File: config.mk
export PLATFORM = sky130hd
export DESIGN_NAME = skv_front_flat
export DESIGN_NICKNAME = d
export VERILOG_FILES = /design/src/design/skv_pkg.sv /design/src/design/skv_if.sv /design/src/design/skv_front.sv /design/src/flat_wrapper.sv
export SDC_FILE = /design/constraint.sdc
export NUM_CORES = 1
export LEC_CHECK = 0
export ABC_CLOCK_PERIOD_IN_PS = 4800
export BUFFER_PORTS_ARGS = -buffer_cell sky130_fd_sc_hd__buf_4
export CAP_MARGIN = 10
export CORE_AREA = 3 3 148 150
export CTS_BUF_LIST = sky130_fd_sc_hd__clkbuf_4
export CTS_CLUSTER_DIAMETER = 100
export CTS_CLUSTER_SIZE = 16
export DETAILED_ROUTE_END_ITERATION = 10
export DIE_AREA = 0 0 151 153
export HOLD_SLACK_MARGIN = 0.12
export PLACE_DENSITY = 0.79
export SYNTH_ARGS = -nofsm -noshare
export SYNTH_HDL_FRONTEND = slang
export SYNTH_SLANG_ARGS = --single-unit
export TNS_END_PERCENT = 10
File: constraint.sdc
create_clock -name clk -period 4.8 [get_ports clk]
set_input_delay 0.96 -clock clk [delete_from_list [all_inputs] [get_ports clk]]
set_output_delay 0.96 -clock clk [all_outputs]
set_load 0.005 [all_outputs]
File: src/design/skv_pkg.sv
package skv_pkg;

    typedef enum logic [2:0] {
        ST_OK           = 3'd0,
        ST_NOT_FOUND    = 3'd1,
        ST_OVERFLOW     = 3'd2,
        ST_SWITCH       = 3'd3,
        ST_OUT_OF_RANGE = 3'd4
    } status_t;

    typedef enum logic [2:0] {
        REG_DEFAULT = 3'd0,
        REG_LOWER   = 3'd1,
        REG_UPPER   = 3'd2,
        REG_SWITCH  = 3'd3,
        REG_LEAF    = 3'd4
    } reg_idx_t;

    typedef struct packed {
        logic        mode;
        logic [31:0] lookup_key;
        logic [63:0] data_value;
    } req_t;

    typedef struct packed {
        logic [2:0]  status;
        logic [63:0] read_value;
        logic [8:0]  position;
        logic [8:0]  fill_count;
        logic        overflowed;
    } rsp_t;

    // request classified by the front end
    typedef struct packed {
        logic        is_get;
        logic        out_of_range;
        logic        is_default;
        logic [31:0] key;
        logic [63:0] value;
    } cmd_t;

    typedef struct packed {
        logic [63:0] default_value;
        logic [31:0] lower_key;
        logic [31:0] upper_key;
        logic        allow_switch;
        logic        leaf_mode;
    } cfg_t;

endpackage

File: src/design/skv_if.sv
interface skv_req_if;
    import skv_pkg::*;
    logic valid;
    logic ready;
    req_t payload;
    modport source (output valid, output payload, input ready);
    modport sink (input valid, input payload, output ready);
endinterface


File: src/design/skv_front.sv
module skv_front (
    input  logic         clk,
    input  logic         rst_n,
    input  skv_pkg::cfg_t cfg,
    skv_req_if.sink      req,
    output logic         cmd_valid,
    output skv_pkg::cmd_t cmd,
    input  logic         cmd_ready
);
    import skv_pkg::*;

    // two-entry queue toward the back end
    cmd_t       q_reg [2];
    logic       wp_reg, rp_reg;
    logic [1:0] cnt_reg;
    cmd_t       c_in;

    always_comb
    begin
        c_in.is_get       = req.payload.mode;
        c_in.key          = req.payload.lookup_key;
        c_in.value        = req.payload.data_value;
        c_in.out_of_range = (req.payload.lookup_key < cfg.lower_key) ||
                            (req.payload.lookup_key >= cfg.upper_key);
        c_in.is_default   = cfg.leaf_mode && (req.payload.data_value == cfg.default_value);
    end

    assign req.ready = (cnt_reg != 2'd2);
    assign cmd_valid = (cnt_reg != 2'd0);
    assign cmd       = q_reg[rp_reg];

    always_ff @(posedge clk)
    begin
        if (req.valid && req.ready)
        begin
            q_reg[wp_reg] <= c_in;
        end
    end

    always_ff @(posedge clk or negedge rst_n)
    begin
        if (!rst_n)
        begin
            wp_reg  <= 1'b0;
            rp_reg  <= 1'b0;
            cnt_reg <= 2'd0;
        end
        else
        begin
            if (req.valid && req.ready)
            begin
                wp_reg <= ~wp_reg;
            end
            if (cmd_valid && cmd_ready)
            begin
                rp_reg <= ~rp_reg;
            end
            cnt_reg <= cnt_reg + {1'b0, req.valid && req.ready} - {1'b0, cmd_valid && cmd_ready};
        end
    end

    assert property (@(posedge clk) disable iff (!rst_n) cnt_reg != 2'd3)
        else $error("queue count out of range");
    assert property (@(posedge clk) disable iff (!rst_n)
        (cnt_reg == 2'd2 && !(cmd_valid && cmd_ready)) |=> cnt_reg == 2'd2)
        else $error("full queue drained without a pop");
    assert property (@(posedge clk) disable iff (!rst_n)
        (cnt_reg == 2'd0) |-> !cmd_valid)
        else $error("empty queue shows valid");
endmodule

File: src/flat_wrapper.sv
// flat-port wrapper written by rule: the top's interface ports become plain ports
module skv_front_flat import skv_pkg::*;
  (clk, rst_n, cfg, cmd_valid, cmd, cmd_ready, req_valid, req_payload, req_ready);
  skv_req_if req_i ();
  input  logic clk;
  input  logic rst_n;
  input  skv_pkg::cfg_t cfg;
  output logic cmd_valid;
  output skv_pkg::cmd_t cmd;
  input  logic cmd_ready;
  input wire logic [$bits(req_i.valid)-1:0] req_valid;
  input wire logic [$bits(req_i.payload)-1:0] req_payload;
  output wire logic [$bits(req_i.ready)-1:0] req_ready;
  assign req_i.valid = req_valid;
  assign req_i.payload = req_payload;
  assign req_ready = req_i.ready;
  skv_front u_core (.clk(clk), .rst_n(rst_n), .cfg(cfg), .req(req_i), .cmd_valid(cmd_valid), .cmd(cmd), .cmd_ready(cmd_ready));
endmodule
==> results.md <==
- The flow ran to the end, and the final reports show no timing, DRC or antenna violations.
- The worst hold path begins at u_core.cnt_reg[1]$_DFF_PN0_.
- The relative area change from synthesis to final layout is 31.6%.
- The initial cell density of the core is between 40% and 50%.
- The die is 151 um wide.
- The worst-case vdd ir drop is 0.200 mV.
- The most frequent standard cell in the layout excluding fill and tap cells is buf_4.
- The count of cell types in the netlist is 40.
- The count of input and output buffers is 330.
- The number of nets in the layout is ~1300.
- The area of the core is 20800 um^2.
- The number of pins exceeding their max-slew limit in the final report was 0.
- The height of the die is about 150 um.
- In this run, post-CTS repair resized a total of 0 instances.
- The Yosys step of the flow raised 0 warnings.
- The number of maximum-capacitance violations is 0.
- The first-pass iteration count of the detailed router is 4.
- The flip-flop and latch area is 6050 um^2.
- STA puts the critical path data required time at 3.84 ns.
- The total congestion overflow is 0.
- The worst clock skew on the final layout is 0.0326 ns.
- The setup path with the least slack is of type reg2out.
- Along the worst path, the maximum fanout reaches between 50 and 60.
- Setup repair after global routing left no endpoint under its margin.
- In the final timing run, aggregate negative setup slack is 0 ns.
- Detailed routing placed a total of 2810 um of wire on met3.
- In the post-synthesis netlist, the biggest area contributors are edfxtp_1 (62%), mux2_2 (12%), ha_1 (8.4%).
- The layout cell share with drive strength beyond 1 is a little under half.
- The pin count of the biggest net entering global routing is 58.
- The arrival time reported for the critical path endpoint is 2.49 ns.
- STA classifies the critical path endpoint as an output pin.
- The net count of the mapped netlist is 940.
- The layout has 1673 filler cells.
- The clock reaches the later pin of the worst-skew pair after 0.62 ns.
- The longest clock path from root to sink contains 3 buffers.
- The transition time at the pin with the least slew margin is between 0.9 and 1 ns.
- The first global-routing pass estimated 36300 um of wire.
- The floorplan step defined a die boundary enclosing around 23000 um^2.
- The post-detailed-route DRC marker count is 0.
- The mapped netlist covers 9640 um^2.
- A synthesized cell averages 15.0 um^2.
- The post-detailed-route via-to-cell ratio is ~5.2.
- Broken down by cell family, the worst path's largest delay share belongs to flip-flops.
- The cell at the root of the clock tree is clkbuf_4.
- The dominant register cell in the synthesized netlist is edfxtp_1.
- The wire length on met2 is 12100 um.
- The class of the worst hold path is reg2reg.
- The final weighted congestion of routability-driven global placement is between 0.8 and 0.9.
- The initial antenna violation count was 2.
- The signal on the critical path passes through buf_12 > mux2_2 > buf_4.
- The highest layer touched by signal routing is met5.
- After floorplanning, the core was divided into 53 placement rows.
- The sort of element at the start of the critical path is a register.
- The share of the clock period used by the worst path is a little under three quarters.
- The biggest area contributor in the post-synthesis netlist is edfxtp_1.
- The slowest cell on the critical path is dfrtp_4.
- The average wire per standard cell is 19.4 um.
- The flip-flop count of the largest register, all copies and words added is 198.
- After the first detailed-routing iteration, the DRC count stood at 216.
- The largest incremental delay on the critical path is 0.88 ns.
- During I/O placement, the number of pins put on the boundary was 332.
- Detailed routing inserted a total of 6577 vias.
- The met1 routed wirelength after detailed routing is 9010 um.
- The clock net in this run drives a total of 202 sinks.
- The maximum level of the CTS H-tree is 1.
- Power spread over the standard cell area amounts to 418 nW/um^2.
- For this run, asynchronously set or reset flops after synthesis account for 1.98%.
- The number of buffers and inverters on the critical path is 2.
- Counting the buffers created by CTS gives 16.
- The worst pin sits at a relative slew slack of 36.4%.
- Wires add up to around 25000 um.
- The hold violation count in the final report is 0.
- Derived from the worst setup path, the maximum achievable clock frequency is 0.290 GHz.
- The final setup violation count is 0.
- The number of cells on the worst reg-to-reg path is 4.
- Along the worst hold path, the cell count comes to 1.
- The core occupancy in the finished layout is 60.9%.
- The static leakage is 0.00536 uW.
- The fraction of post-synthesis cell area in the top cell type by area is 61.7%.
- Once detail routing completed, the nets flagged for antenna violations numbered 0.
- The startpoint identified for the worst register-to-register timing path is u_core.cnt_reg[1]$_DFF_PN0_.
- Global routing used 20.3% of the available tracks across all layers.
- Counting flops with a built-in enable in the synthesized netlist gives 198.
- Synthesis produced a netlist whose cell count is 644.
- The synthesized design contains ~200 register bits.
- In the final layout, the multi-input gates occupy 3230 um^2.
- TritonCTS built the clock tree.
- The via count of the first global-routing pass is 6780.
- After layout, the minimum clock period comes to 3.45 ns.
- In this run the critical register-to-register path is captured at u_core.q_reg[0][16]$_DFFE_PP_.
- Sequential elements use a little over three fifths of the synthesized area.
- In the layout the commonest cells are buf_4 (334), edfxtp_1 (198), mux2_2 (99).
- The slack of the worst reg-to-reg path is 2.59 ns.
- The clock-pin transition on the worst setup and hold timing paths is roughly 0.17 ns.
- The terminating pin of the worst hold path is u_core.cnt_reg[1]$_DFF_PN0_.
- After legalization and detailed placement, the total HPWL measured 19000 um.
[through the flow]
stage | worst slack, ns | hold WS [ns] | cell area, um^2 | cells | power, uW
after detailed placement | 1.86 | 0.497 | 12500 | 1244 | 4640
after floorplan | 0.739 | 0.459 | 9640 | 644 | 3570
after global routing | 1.20 | 0.450 | 12700 | 1270 | 5610
after global placement | 1.91 | 0.480 | 12500 | 1244 | 4590
final | 1.35 | 0.518 | 12700 | 1270 | 5310
after CTS | 1.27 | 0.451 | 12700 | 1269 | 5380
[per-layer routing]
| metal | GRT usage (%) | vias to the layer above |
|---|---|---|
| met5 | 0 | - |
| met4 | 6.26 | 2 |
| met3 | 7.47 | 52 |
| met2 | 35.5 | 289 |
| met1 | 22.9 | 3143 |
| li1 | - | 3091 |
[final cells by class]
type	instances	area share, %
clock inverters	1	0.0691
flip-flops and latches	202	47.7
clock buffers	23	1.36
well taps	275	2.71
repair buffers	337	20.2
diodes	1	0.0197
inverters	84	2.49
multi-input cells	347	25.5
[worst max path at each step]
stage,start,to,slack (ns),cells after the start
6_report,u_core.rp_reg$_DFFE_PN0P_,cmd[45],1.35,3
4_1_cts,u_core.rp_reg$_DFFE_PN0P_,cmd[96],1.27,3
3_5_place_dp,req_payload[79],u_core.q_reg[1][97]$_DFFE_PP_,1.86,8
3_3_place_gp,req_payload[79],u_core.q_reg[0][97]$_DFFE_PP_,1.91,8
2_1_floorplan,req_valid,u_core.q_reg[0][0]$_DFFE_PP_,0.74,2
5_1_grt,u_core.rp_reg$_DFFE_PN0P_,cmd[96],1.20,3
[logic make-up after synthesis]
logic type | after synthesis | synth area share, %
flip-flops | 202 | 62.7
multiplexers | 99 | 11.6
buffers and inverters | 95 | 3.83
XOR/XNOR | 51 | 4.64
AND/OR/NAND/NOR | 65 | 3.77
AO/OA/AOI/OAI | 67 | 5.01
adder cells (fa/ha/maj) | 65 | 8.44
[cell usage after synthesis (3+ instances only)]
master / n
buf_2: 10
xnor2_1: 46
a21oi_1: 21
nor3_1: 3
nand2_1: 11
a22o_1: 3
edfxtp_1: 198
a221oi_1: 3
o22ai_1: 6
nand3_1: 8
mux2_2: 99
nor2_1: 5
nor4_1: 6
a21o_1: 10
o21ai_0: 6
inv_1: 84
nand4_1: 19
o2bb2ai_1: 4
ha_1: 65
dfrtp_1: 4
xor2_1: 5
and4_1: 4
[timing repair]
action	in CTS	in global routing
buffers inserted	0	0
hold buffers	1	0
hold endpoints to repair	4	0
[power by group]
group,internal (uW),switching (uW),leakage [uW]
Combinational,1110,886,0.00336
Sequential,2400,163,0.00188
Clock,221,520,0.000110
Total,3740,1570,0.00536
Note: power is estimated with default switching activity, not from simulation.
